==> src/design/rtsp_pkg.sv <==
// Package for the relocation table stream parser.
// Holds the parse phase type, the result and configuration structs, and constants.
// No dependencies.
package rtsp_pkg;

  typedef enum logic [2:0] {
    PH_DELTA  = 3'd0,
    PH_TYPE   = 3'd1,
    PH_SEG    = 3'd2,
    PH_UND_LO = 3'd3,
    PH_UND_HI = 3'd4,
    PH_LAY_LO = 3'd5,
    PH_LAY_HI = 3'd6,
    PH_AUX    = 3'd7
  } phase_t;

  localparam int unsigned CFG_IDX_W = 2;

  localparam logic [CFG_IDX_W-1:0] CFG_UNDEF_SEG = 2'd0;
  localparam logic [CFG_IDX_W-1:0] CFG_LAYOUT    = 2'd1;
  localparam logic [CFG_IDX_W-1:0] CFG_AUX       = 2'd2;

  localparam logic [7:0]  DELTA_END   = 8'd0;
  localparam logic [7:0]  DELTA_SKIP  = 8'd255;
  localparam logic [31:0] SKIP_ADD    = 32'd254;
  localparam logic [31:0] OFFSET_INIT = 32'hFFFF_FFFF;

  localparam logic KIND_RECORD = 1'b0;
  localparam logic KIND_END    = 1'b1;

  typedef struct packed {
    logic [7:0] undefined_segment_id;
    logic [7:0] layout_type_mask;
    logic [7:0] aux_type_mask;
  } cfg_t;

  typedef struct packed {
    logic        kind;
    logic [31:0] reloc_offset;
    logic [7:0]  reloc_type;
    logic [7:0]  segment_id;
    logic [15:0] undefined_index;
    logic [15:0] layout_idx;
    logic        has_layout;
    logic [7:0]  aux_low;
    logic        has_aux;
  } result_t;

endpackage

==> src/design/rtsp_in_stage.sv <==
// Input register of the relocation table stream parser.
// Holds one accepted byte until the parser consumes it. Uses rtsp_pkg.
module rtsp_in_stage (
  input  logic       clk,
  input  logic       rst_n,
  input  logic       in_valid,
  output logic       in_ready,
  input  logic [7:0] in_stream_byte,
  input  logic       consume,
  output logic       byte_valid,
  output logic [7:0] byte_data
);

  logic       valid_r;
  logic       valid_nxt;
  logic [7:0] byte_r;

  assign in_ready   = !valid_r || consume;
  assign byte_valid = valid_r;
  assign byte_data  = byte_r;

  always_comb begin
    valid_nxt = valid_r;
    if (consume) begin
      valid_nxt = 1'b0;
    end
    if (in_valid && in_ready) begin
      valid_nxt = 1'b1;
    end
  end

  always_ff @(posedge clk) begin
    if (!rst_n) begin
      valid_r <= 1'b0;
    end else begin
      valid_r <= valid_nxt;
    end
  end

  always_ff @(posedge clk) begin
    if (in_valid && in_ready) begin
      byte_r <= in_stream_byte;
    end
  end

endmodule

==> src/design/rtsp_parser.sv <==
// Parse state of the relocation table stream parser: phase, running offset, held fields.
// Decides per byte whether a result is produced and forms it. Uses rtsp_pkg.
module rtsp_parser (
  input  logic             clk,
  input  logic             rst_n,
  input  logic [7:0]       byte_data,
  input  logic             step,
  input  rtsp_pkg::cfg_t   cfg,
  output logic             emit,
  output rtsp_pkg::result_t result
);

  rtsp_pkg::phase_t phase_r, phase_nxt;
  logic [31:0] offset_r, offset_nxt;
  logic [7:0]  type_r, type_nxt;
  logic [7:0]  seg_r, seg_nxt;
  logic [15:0] und_r, und_nxt;
  logic [15:0] lay_r, lay_nxt;
  logic [7:0]  aux_r, aux_nxt;
  logic        want_lay_r, want_lay_nxt;
  logic        want_aux_r, want_aux_nxt;
  logic        emit_end;
  logic        emit_rec;

  always_comb begin
    phase_nxt    = phase_r;
    offset_nxt   = offset_r;
    type_nxt     = type_r;
    seg_nxt      = seg_r;
    und_nxt      = und_r;
    lay_nxt      = lay_r;
    aux_nxt      = aux_r;
    want_lay_nxt = want_lay_r;
    want_aux_nxt = want_aux_r;
    emit_end     = 1'b0;
    emit_rec     = 1'b0;
    unique case (phase_r)
      rtsp_pkg::PH_DELTA: begin
        if (byte_data == rtsp_pkg::DELTA_END) begin
          emit_end   = 1'b1;
          offset_nxt = rtsp_pkg::OFFSET_INIT;
        end else if (byte_data == rtsp_pkg::DELTA_SKIP) begin
          offset_nxt = offset_r + rtsp_pkg::SKIP_ADD;
        end else begin
          offset_nxt   = offset_r + {24'd0, byte_data};
          type_nxt     = 8'd0;
          seg_nxt      = 8'd0;
          und_nxt      = 16'd0;
          lay_nxt      = 16'd0;
          aux_nxt      = 8'd0;
          want_lay_nxt = 1'b0;
          want_aux_nxt = 1'b0;
          phase_nxt    = rtsp_pkg::PH_TYPE;
        end
      end
      rtsp_pkg::PH_TYPE: begin
        type_nxt  = byte_data;
        phase_nxt = rtsp_pkg::PH_SEG;
      end
      rtsp_pkg::PH_SEG: begin
        seg_nxt      = byte_data;
        want_lay_nxt = |(type_r & cfg.layout_type_mask);
        want_aux_nxt = |(type_r & cfg.aux_type_mask);
        if (byte_data == cfg.undefined_segment_id) begin
          phase_nxt = rtsp_pkg::PH_UND_LO;
        end else if (want_lay_nxt) begin
          phase_nxt = rtsp_pkg::PH_LAY_LO;
        end else if (want_aux_nxt) begin
          phase_nxt = rtsp_pkg::PH_AUX;
        end else begin
          emit_rec  = 1'b1;
          phase_nxt = rtsp_pkg::PH_DELTA;
        end
      end
      rtsp_pkg::PH_UND_LO: begin
        und_nxt   = {8'd0, byte_data};
        phase_nxt = rtsp_pkg::PH_UND_HI;
      end
      rtsp_pkg::PH_UND_HI: begin
        und_nxt = {byte_data, und_r[7:0]};
        if (want_lay_r) begin
          phase_nxt = rtsp_pkg::PH_LAY_LO;
        end else if (want_aux_r) begin
          phase_nxt = rtsp_pkg::PH_AUX;
        end else begin
          emit_rec  = 1'b1;
          phase_nxt = rtsp_pkg::PH_DELTA;
        end
      end
      rtsp_pkg::PH_LAY_LO: begin
        lay_nxt   = {8'd0, byte_data};
        phase_nxt = rtsp_pkg::PH_LAY_HI;
      end
      rtsp_pkg::PH_LAY_HI: begin
        lay_nxt = {byte_data, lay_r[7:0]};
        if (want_aux_r) begin
          phase_nxt = rtsp_pkg::PH_AUX;
        end else begin
          emit_rec  = 1'b1;
          phase_nxt = rtsp_pkg::PH_DELTA;
        end
      end
      rtsp_pkg::PH_AUX: begin
        aux_nxt   = byte_data;
        emit_rec  = 1'b1;
        phase_nxt = rtsp_pkg::PH_DELTA;
      end
    endcase
  end

  assign emit = emit_end || emit_rec;

  always_comb begin
    result = '0;
    if (emit_end) begin
      result.kind = rtsp_pkg::KIND_END;
    end else begin
      result.kind            = rtsp_pkg::KIND_RECORD;
      result.reloc_offset    = offset_nxt;
      result.reloc_type      = type_nxt;
      result.segment_id      = seg_nxt;
      result.undefined_index = und_nxt;
      result.layout_idx      = lay_nxt;
      result.has_layout      = want_lay_nxt;
      result.aux_low         = aux_nxt;
      result.has_aux         = want_aux_nxt;
    end
  end

  always_ff @(posedge clk) begin
    if (!rst_n) begin
      phase_r    <= rtsp_pkg::PH_DELTA;
      offset_r   <= rtsp_pkg::OFFSET_INIT;
      want_lay_r <= 1'b0;
      want_aux_r <= 1'b0;
    end else if (step) begin
      phase_r    <= phase_nxt;
      offset_r   <= offset_nxt;
      want_lay_r <= want_lay_nxt;
      want_aux_r <= want_aux_nxt;
    end
  end

  always_ff @(posedge clk) begin
    if (step) begin
      type_r <= type_nxt;
      seg_r  <= seg_nxt;
      und_r  <= und_nxt;
      lay_r  <= lay_nxt;
      aux_r  <= aux_nxt;
    end
  end

endmodule

==> src/design/rtsp_out_reg.sv <==
// Result register of the relocation table stream parser.
// Holds one result item until the consumer takes it. Uses rtsp_pkg.
module rtsp_out_reg (
  input  logic              clk,
  input  logic              rst_n,
  input  logic              push,
  input  rtsp_pkg::result_t push_data,
  output logic              slot_free,
  output logic              out_valid,
  input  logic              out_ready,
  output rtsp_pkg::result_t out_data
);

  logic              valid_r;
  logic              valid_nxt;
  rtsp_pkg::result_t data_r;

  assign slot_free = !valid_r || out_ready;
  assign out_valid = valid_r;
  assign out_data  = data_r;

  always_comb begin
    valid_nxt = valid_r;
    if (out_ready) begin
      valid_nxt = 1'b0;
    end
    if (push) begin
      valid_nxt = 1'b1;
    end
  end

  always_ff @(posedge clk) begin
    if (!rst_n) begin
      valid_r <= 1'b0;
    end else begin
      valid_r <= valid_nxt;
    end
  end

  always_ff @(posedge clk) begin
    if (push) begin
      data_r <= push_data;
    end
  end

endmodule

==> src/design/relocation_table_stream_parser_top.sv <==
// Top level of the relocation table stream parser.
// Instantiates rtsp_in_stage, rtsp_parser and rtsp_out_reg; holds the config registers.
// Uses rtsp_pkg.
//
//   channel  direction  handshake              payload
//   in_      input      in_valid / in_ready    in_stream_byte
//   out_     output     out_valid / out_ready  out_kind .. out_has_aux
//   cfg_     input      cfg_valid / cfg_ready  cfg_index, cfg_data
//
// One byte per cycle sustained while no held result stalls the parser; a result is formed
// by the parser from the byte in the input register and is registered in the result register.
// Synchronous active-low reset clears the valid flags, phase and running offset (all ones).
// A held result with out_ready low stalls the parser only on a byte that makes a result.
// Config writes never wait; cfg_ready is always high.
module relocation_table_stream_parser_top (
  input  logic        clk,
  input  logic        rst_n,
  input  logic        in_valid,
  output logic        in_ready,
  input  logic [7:0]  in_stream_byte,
  output logic        out_valid,
  input  logic        out_ready,
  output logic        out_kind,
  output logic [31:0] out_reloc_offset,
  output logic [7:0]  out_reloc_type,
  output logic [7:0]  out_segment_id,
  output logic [15:0] out_undefined_index,
  output logic [15:0] out_layout_idx,
  output logic        out_has_layout,
  output logic [7:0]  out_aux_low,
  output logic        out_has_aux,
  input  logic        cfg_valid,
  output logic        cfg_ready,
  input  logic [1:0]  cfg_index,
  input  logic [7:0]  cfg_data
);

  rtsp_pkg::cfg_t    cfg_r;
  rtsp_pkg::result_t result;
  rtsp_pkg::result_t out_data;
  logic              byte_valid;
  logic [7:0]        byte_data;
  logic              emit;
  logic              slot_free;
  logic              step;

  assign cfg_ready = 1'b1;

  always_ff @(posedge clk) begin
    if (!rst_n) begin
      cfg_r <= '0;
    end else if (cfg_valid && cfg_ready) begin
      unique case (cfg_index)
        rtsp_pkg::CFG_UNDEF_SEG: cfg_r.undefined_segment_id <= cfg_data;
        rtsp_pkg::CFG_LAYOUT:    cfg_r.layout_type_mask     <= cfg_data;
        rtsp_pkg::CFG_AUX:       cfg_r.aux_type_mask        <= cfg_data;
        default: cfg_r <= cfg_r;
      endcase
    end
  end

  assign step = byte_valid && (!emit || slot_free);

  rtsp_in_stage u_in (
    .clk            (clk),
    .rst_n          (rst_n),
    .in_valid       (in_valid),
    .in_ready       (in_ready),
    .in_stream_byte (in_stream_byte),
    .consume        (step),
    .byte_valid     (byte_valid),
    .byte_data      (byte_data)
  );

  rtsp_parser u_parser (
    .clk       (clk),
    .rst_n     (rst_n),
    .byte_data (byte_data),
    .step      (step),
    .cfg       (cfg_r),
    .emit      (emit),
    .result    (result)
  );

  rtsp_out_reg u_out (
    .clk       (clk),
    .rst_n     (rst_n),
    .push      (step && emit),
    .push_data (result),
    .slot_free (slot_free),
    .out_valid (out_valid),
    .out_ready (out_ready),
    .out_data  (out_data)
  );

  assign out_kind            = out_data.kind;
  assign out_reloc_offset    = out_data.reloc_offset;
  assign out_reloc_type      = out_data.reloc_type;
  assign out_segment_id      = out_data.segment_id;
  assign out_undefined_index = out_data.undefined_index;
  assign out_layout_idx      = out_data.layout_idx;
  assign out_has_layout      = out_data.has_layout;
  assign out_aux_low         = out_data.aux_low;
  assign out_has_aux         = out_data.has_aux;

endmodule

==> config.mk <==
export PLATFORM = sky130hd
export DESIGN_NAME = relocation_table_stream_parser_top
export DESIGN_NICKNAME = d
export VERILOG_FILES = /design/src/design/rtsp_pkg.sv /design/src/design/rtsp_in_stage.sv /design/src/design/rtsp_parser.sv /design/src/design/rtsp_out_reg.sv /design/src/design/relocation_table_stream_parser_top.sv
export SDC_FILE = /design/constraint.sdc
export NUM_CORES = 1
export LEC_CHECK = 0
export ABC_AREA = 1
export BUFFER_PORTS_ARGS = -buffer_cell sky130_fd_sc_hd__buf_2
export CORE_MARGIN = 3
export CORE_UTILIZATION = 40
export DETAILED_ROUTE_END_ITERATION = 16
export PLACE_DENSITY = 0.55
export SETUP_SLACK_MARGIN = 0.05
export SYNTH_ARGS = -nofsm -noshare
export SYNTH_HDL_FRONTEND = slang
export SYNTH_SLANG_ARGS = --single-unit
==> constraint.sdc <==
create_clock -name clk -period 5.3 [get_ports clk]
set_input_delay 0.265 -clock clk [delete_from_list [all_inputs] [get_ports clk]]
set_output_delay 0.265 -clock clk [all_outputs]
set_load 0.01 [all_outputs]
; ---- Word level (Yosys, flattened, before mapping)
; Cells that the tools add are included.
[op_classes]
n_addsub = 2
eq_ne = 13
n_mux = 45
n_bitwise = 2
reduce_logical = 21
[op_table]
columns = cell, count
row1 = 32-bit two-way mux, 3
row2 = 16-bit one-hot mux with 3 select lines, 2
row3 = 16-bit two-way mux, 4
row4 = 8-bit two-way mux, 6
row5 = 8-bit one-hot mux with 2 select lines, 3
row6 = 32-bit by 8-bit adder with 32-bit output, 1
row7 = "32-bit by 8-bit adder with 32-bit output, second input constant", 1
row8 = 3-bit one-hot mux with 8 select lines, 1
row9 = 3-bit two-way mux, 7
row10 = 8-bit AND, 2
row11 = 1-bit two-way mux, 16
row12 = 8-bit OR reduction, 2
row13 = "3-bit equality test, second input constant", 4
row14 = 8-bit equality test, 1
row15 = "8-bit equality test, second input constant", 1
row16 = 8-bit zero test, 1
row17 = "3-bit by 2-bit equality test with 1-bit output, second input constant", 2
row18 = 2-bit AND reduction, 3
row19 = 1-bit logical OR, 4
row20 = "2-bit != test, second input constant", 2
row21 = 1-bit one-hot mux with 2 select lines, 2
row22 = 1-bit one-hot mux with 4 select lines, 1
row23 = 2-bit nonzero test, 2
row24 = "3-bit by 1-bit equality test with 1-bit output, second input constant", 1
row25 = other kinds (7), 11
[totals]
ff_bits = 218
elab_cells = 107

; ---- Logic depth before layout (Yosys ltp)
[depth]
word_depth = 13
ltp_mapped = 15
mapped_depth_nobuf = 14

; ---- By module
; A second synthesis with hierarchy kept.
[unflattened]
cells_unflattened = 1244
area_unflattened_um2 = 10746.6
[by_module_without_submodules]
columns = mod, instances, cells_each, area_per_inst_um2, seq_area_each_um2
row1 = rtsp_parser, 1, 970, 6587.6, 2422.3
row2 = rtsp_out_reg, 1, 97, 2778.9, 2752.6
row3 = relocation_table_stream_parser_top, 1, 162, 1088.5, 480.5
row4 = rtsp_in_stage, 1, 15, 291.5, 260.2

; ---- Worst setup path after synthesis
; OpenSTA, ideal clock, no wires.
[synth_path]
path_kind = register to register
start = register u_in.byte_r[1] (netlist: u_in.byte_data[1])
end = register u_out.data_r (netlist bit u_out.out_data[0]), enable pin
setup_ns = 0.444
arrival_time_ns = 4.087
path_slack_ns = 0.768
path_stages_with_launch = 16
n_path_buf = 2
synth_period_minus_slack_ns = 4.532
cell_sequence = edfxtp_1 buf_2 inv_1 nand2_1 nand2_1 nand2_1 nor2_1 nand2_1 nand2_1 nand2_4 nand2_4 nand2_4 inv_2 buf_2 nand2_1 inv_1
[synth_via]
elab_chain_len = 8
[synth_rtl]
columns = item, line
row1 = "start, declared", rtsp_in_stage.sv:16  ; logic [7:0] byte_r;
row2 = "start signal, assigned", rtsp_in_stage.sv:42  ; byte_r <= in_stream_byte;
row3 = 8-bit equality test or 8-bit zero test (tied branches), "rtsp_parser.sv:64, rtsp_parser.sv:39"
row4 = 1-bit two-way mux (on tied branches), "rtsp_parser.sv:64, rtsp_parser.sv:39"
row5 = 1-bit one-hot mux with 4 select lines or 1-bit two-way mux (tied branches), rtsp_parser.sv:37  ; unique case (phase_r)
row6 = 1-bit logical OR (*), rtsp_parser.sv:111  ; assign emit = emit_end || emit_rec;
row7 = 1-bit zero test (*), relocation_table_stream_parser_top.sv:62  ; assign step = byte_valid && (!emit || slot_free);
row8 = 1-bit logical OR (*), relocation_table_stream_parser_top.sv:62
row9 = 1-bit logical AND (*), relocation_table_stream_parser_top.sv:62
row10 = net step, relocation_table_stream_parser_top.sv:45  ; logic step;
row11 = 1-bit logical AND (*), relocation_table_stream_parser_top.sv:88  ; .push (step && emit),
row12 = net u_out.push, rtsp_out_reg.sv:6  ; input logic push,
row13 = "end signal, assigned", rtsp_out_reg.sv:42  ; data_r <= push_data;
row14 = "end, declared", rtsp_out_reg.sv:16  ; rtsp_pkg::result_t data_r;
; The timed path passes the listed nets; every way through them passes the cells marked *.
; A chain may end at the register's enable or synchronous reset.

; ---- Worst setup path after layout
[layout_path]
start = register u_in.byte_r[6] (netlist: u_in.byte_data[6])
end = register u_out.data_r (netlist bit u_out.out_data[46]), enable pin
[layout_via]
elab_chain_len = 8
[layout_rtl]
columns = item, line
row1 = 8-bit equality test or 8-bit zero test (tied branches), "rtsp_parser.sv:64, rtsp_parser.sv:39"
row2 = 1-bit two-way mux (on tied branches), "rtsp_parser.sv:64, rtsp_parser.sv:39"
row3 = 1-bit one-hot mux with 4 select lines or 1-bit two-way mux (tied branches), rtsp_parser.sv:37
row4 = 1-bit logical OR (*), rtsp_parser.sv:111
row5 = 1-bit zero test, relocation_table_stream_parser_top.sv:62
row6 = 1-bit logical OR, relocation_table_stream_parser_top.sv:62
row7 = 1-bit logical AND, relocation_table_stream_parser_top.sv:62
row8 = 1-bit logical AND (*), relocation_table_stream_parser_top.sv:88
row9 = net u_out.push, rtsp_out_reg.sv:6
; Marks and branches as above.

==> flow_summary.json <==
{
  "max_slew.worst_pin.slew_ns": 1.178,
  "report.final.slew_viol_count": 0,
  "gr-total-overflow": 0,
  "critical-path-top-cell-by-count": "sky130_fd_sc_hd__nand2_4",
  "postSynthCellCount": 1223,
  "hp-class": "in2reg",
  "synth_top_area_share_pct": 44.15,
  "ant_nets": 0,
  "io-pin-count": 117,
  "critical_path.n_buffers_inverters": 3,
  "antenna_found_initial": 0,
  "ys_seq_area_share_pct": 56.12,
  "crit_slowest_cell": "sky130_fd_sc_hd__edfxtp_1",
  "clock_insertion_delay_worst_skew_ns": 0.52,
  "grt.total_usage_pct": 19.74,
  "timing.final.setup_violations": 0,
  "grt_pass1_wl_um": 45240,
  "maximum_number_of_pins_on_one_net_before_global_route_repair": 89,
  "routed-via-count": 8673,
  "number_of_global_route_vias_before_repair": 8024,
  "fin_skew_ns": 0.006693,
  "max_cap_violations": 0,
  "worst_setup_path_start_kind": "register",
  "maximum_clock_path_buffer_count": 3,
  "synth_top_family_by_area": "simple AND/OR/NAND/NOR gates",
  "core_area_um2": 25540,
  "clock_buffer_count_from_cts": 24,
  "ys_warn_count": 0,
  "tritoncts_clock_tree": "done",
  "final_net_count": 1364,
  "number_of_flops_mapped_to_enable_cells_by_yosys": 155,
  "yosys.area_share.adder_pct": 1.258,
  "syn-mean-instance-area_um2": 8.619,
  "synth_area_leader_cell": "sky130_fd_sc_hd__edfxtp_1",
  "post_cts_setup_driven_buffer_insertion_count": 0,
  "synth.mux.area_fraction_pct": 0,
  "timing.critical_path.to_type": "register",
  "synth.most_common_cell": "sky130_fd_sc_hd__nand2_1",
  "power_density_nw_per_um2": 351.4,
  "timing.critical_path.max_delay_family": "simple AND/OR/NAND/NOR gates",
  "synthesis.nets": 1256,
  "dp_hpwl_um": 19790,
  "proportion_of_layout_cells_with_a_drive_suffix_above_1_pct": 14.97,
  "worst_case_hold_slack_ns": 0.01743,
  "hold_viol": 0,
  "finalCritPeriodShare_pct": 66.15,
  "ctsHtreeMaxLevel": 1,
  "critical_path.max_stage_delay_ns": 0.61,
  "fp.dieArea_um2": 28340,
  "postSynth.asyncResetShare_pct": 0,
  "drc": 0,
  "worst-endpoint-arrival_ns": 3.69,
  "postSynthRegisterBits": 218,
  "finalSetupTns_ns": 0,
  "initial_utilization_pct": 41.27,
  "route.detailed.wl_per_inst_um": 16.92,
  "worstPathCellList": "nor2_1, nand3_1, nor2_4, nand2_4, nand2_1, nor2_2, nand2_4, nand2_4, nand2_4, inv_2, nand2_1, clkinv_2, buf_4",
  "ir_worst_vdd_uv": 228.6,
  "run_status": "complete, no violations",
  "synth_simple_gate_area_share_pct": 24.34,
  "first_pass_iters": 5,
  "wirelength_um": 28400,
  "cts.sinks": 218,
  "path_class": "reg2reg",
  "synthesis.area_um2": 10540,
  "yosys.area_share.xor_xnor_pct": 0.6647,
  "drt_first_iter_violations": 887,
  "floorplan.die.height_um": 168.3,
  "synth_ff_type": "sky130_fd_sc_hd__edfxtp_1",
  "clkTransAtPathRegs_ns": 0.06,
  "synth.top_cells.by_count": "sky130_fd_sc_hd__nand2_1, sky130_fd_sc_hd__edfxtp_1, sky130_fd_sc_hd__a21oi_1",
  "synth_compound_area_share_pct": 10.99,
  "globalplace.congestion": 0.9181,
  "ys_types": 44,
  "fmax_mhz": 285.2,
  "worstPathMaxFanout": 55,
  "grt_setup_unrepaired": "no",
  "routed_via_density": 5.166,
  "timing.critical_path.required_ns": 5.49,
  "leakage_nw": 5.431,
  "insertedDiodeCount": 0,
  "layout_area_overhead_pct": 15.54,
  "io_buffers": 115,
  "die_width_um": 168.3,
  "num_rows": 58,
  "max-slew-margin-rel_pct": 21.36,
  "clock-root-buffer": "sky130_fd_sc_hd__clkbuf_16",
  "finalWorstPathRequiredPeriod_ns": 3.506,
  "synth.top_cells.by_area": "sky130_fd_sc_hd__edfxtp_1, sky130_fd_sc_hd__nand2_1, sky130_fd_sc_hd__dfxtp_1, sky130_fd_sc_hd__a21oi_1, sky130_fd_sc_hd__inv_1"
}
-- cells in the final DEF (no fill, tap or decap), types with 2 or more instances in the layout --
master and instances:
sky130_fd_sc_hd__nand2_1 371, sky130_fd_sc_hd__edfxtp_1 155, sky130_fd_sc_hd__buf_2 115, sky130_fd_sc_hd__a21oi_1 110, sky130_fd_sc_hd__inv_1 107, sky130_fd_sc_hd__nor2_1 103
sky130_fd_sc_hd__nand3_1 73, sky130_fd_sc_hd__o21ai_0 71, sky130_fd_sc_hd__dfxtp_1 63, sky130_fd_sc_hd__clkbuf_16 25, sky130_fd_sc_hd__nand4_1 20, sky130_fd_sc_hd__o21ai_1 11
sky130_fd_sc_hd__nor3_1 11, sky130_fd_sc_hd__a21oi_2 9, sky130_fd_sc_hd__ha_1 9, sky130_fd_sc_hd__clkinv_2 8, sky130_fd_sc_hd__dlygate4sd3_1 8, sky130_fd_sc_hd__inv_2 7
sky130_fd_sc_hd__nand3b_1 7, sky130_fd_sc_hd__buf_4 7, sky130_fd_sc_hd__or2_2 6, sky130_fd_sc_hd__nand2_4 5, sky130_fd_sc_hd__xnor2_1 4, sky130_fd_sc_hd__nand2_2 4
sky130_fd_sc_hd__xor2_1 4, sky130_fd_sc_hd__clkbuf_1 4, sky130_fd_sc_hd__a21boi_0 3, sky130_fd_sc_hd__clkinv_1 3, sky130_fd_sc_hd__nor2_4 2, sky130_fd_sc_hd__nor2_2 2
sky130_fd_sc_hd__o21ai_2 2, sky130_fd_sc_hd__and2_1 2, sky130_fd_sc_hd__o211ai_1 2, sky130_fd_sc_hd__bufinv_16 2, sky130_fd_sc_hd__clkinv_4 2
-- cell families after synthesis --
family	Yosys count
other	1
DFF	218
xor gates and xnor gates	8
adders and majority gates	10
AOI/OAI and AO/OA	213
buffers and inverters	164
and+or+nand+nor	609
-- final timing paths --
check                              start                                to  slack [ns]  depth (start not counted)
max          u_in.byte_data[6]$_DFFE_PP_  u_out.out_data[46]$_SDFFCE_PP0P_        1.79                         13
min                          cfg_data[6]             cfg_r[6]$_SDFFE_PN0P_        0.02                          3
max reg2reg  u_in.byte_data[6]$_DFFE_PP_  u_out.out_data[46]$_SDFFCE_PP0P_        1.79                         13
min reg2reg       cfg_r[10]$_SDFFE_PN0P_            cfg_r[10]$_SDFFE_PN0P_        0.45                          2
-- per-stage QoR --
step | cells | instance area (um2) | utilization, % | total power, mW | setup WS (ns)
after global routing | 1679 | 12180 | 47.68 | 4.488 | 1.459
after CTS | 1679 | 12180 | 47.68 | 4.320 | 1.728
final | 1679 | 12180 | 47.68 | 4.280 | 1.794
after floorplan | 1223 | 10540 | - | 2.476 | 0.7685
after global placement | 1627 | 11330 | 44.34 | 2.657 | 1.851
after detailed placement | 1627 | 11330 | 44.34 | 2.657 | 1.740
-- sequential cells by signal (all words and copies together), names as in the netlist --
| signal | count |
|---|---|
| u_in.byte_data | 8 |
| u_parser.want_aux_r | 1 |
| u_parser.seg_r | 8 |
| u_parser.phase_r | 3 |
| u_out.out_data | 91 |
| u_parser.type_r | 8 |
| u_parser.want_lay_r | 1 |
| u_parser.und_r | 16 |
| u_parser.offset_r | 32 |
| u_parser.lay_r | 16 |
| u_parser.aux_r | 8 |
| u_out.out_valid | 1 |
| cfg_r | 24 |
| u_in.byte_valid | 1 |
-- metal layers --
metal	share of wire, %	global-route usage [%]
met1	48	29.93
met2	44	30.56
met3	7.0	2.512
met5	0	0
met4	1.5	3.984
-- report_power, final --
part / leakage, nW / internal, mW / total (mW) / switching, mW
combinational: 3.08 / 0.200 / 0.622 / 0.422
clock: 0.382 / 0.959 / 1.65 / 0.689
sequential: 1.96 / 1.94 / 2.01 / 0.0707
total: 5.43 / 3.10 / 4.28 / 1.18
-- cell type report --
cell class | instances | area [um2]
Fill cell | 2504 | 13370
Multi-Input combinational cell | 841 | 3931
Tap cell | 330 | 412.9
Inverter | 116 | 439.2
Clock buffer | 29 | 640.6
Clock inverter | 15 | 131.4
Timing Repair Buffer | 130 | 708.2
Sequential cell | 218 | 5916
-- tightest hold or removal path: cells and delay by family --
kind	cells	cell delay [ns]
AND/OR/NAND/NOR	2	0.13
buffers and inverters	1	0.11
-- timing repair --
item                                   4_1_cts  5_1_grt
hold buffers                                 8        0
resized for setup                            0        0
endpoints found under the hold margin        8        0
Power figures use the tool's default switching activity.
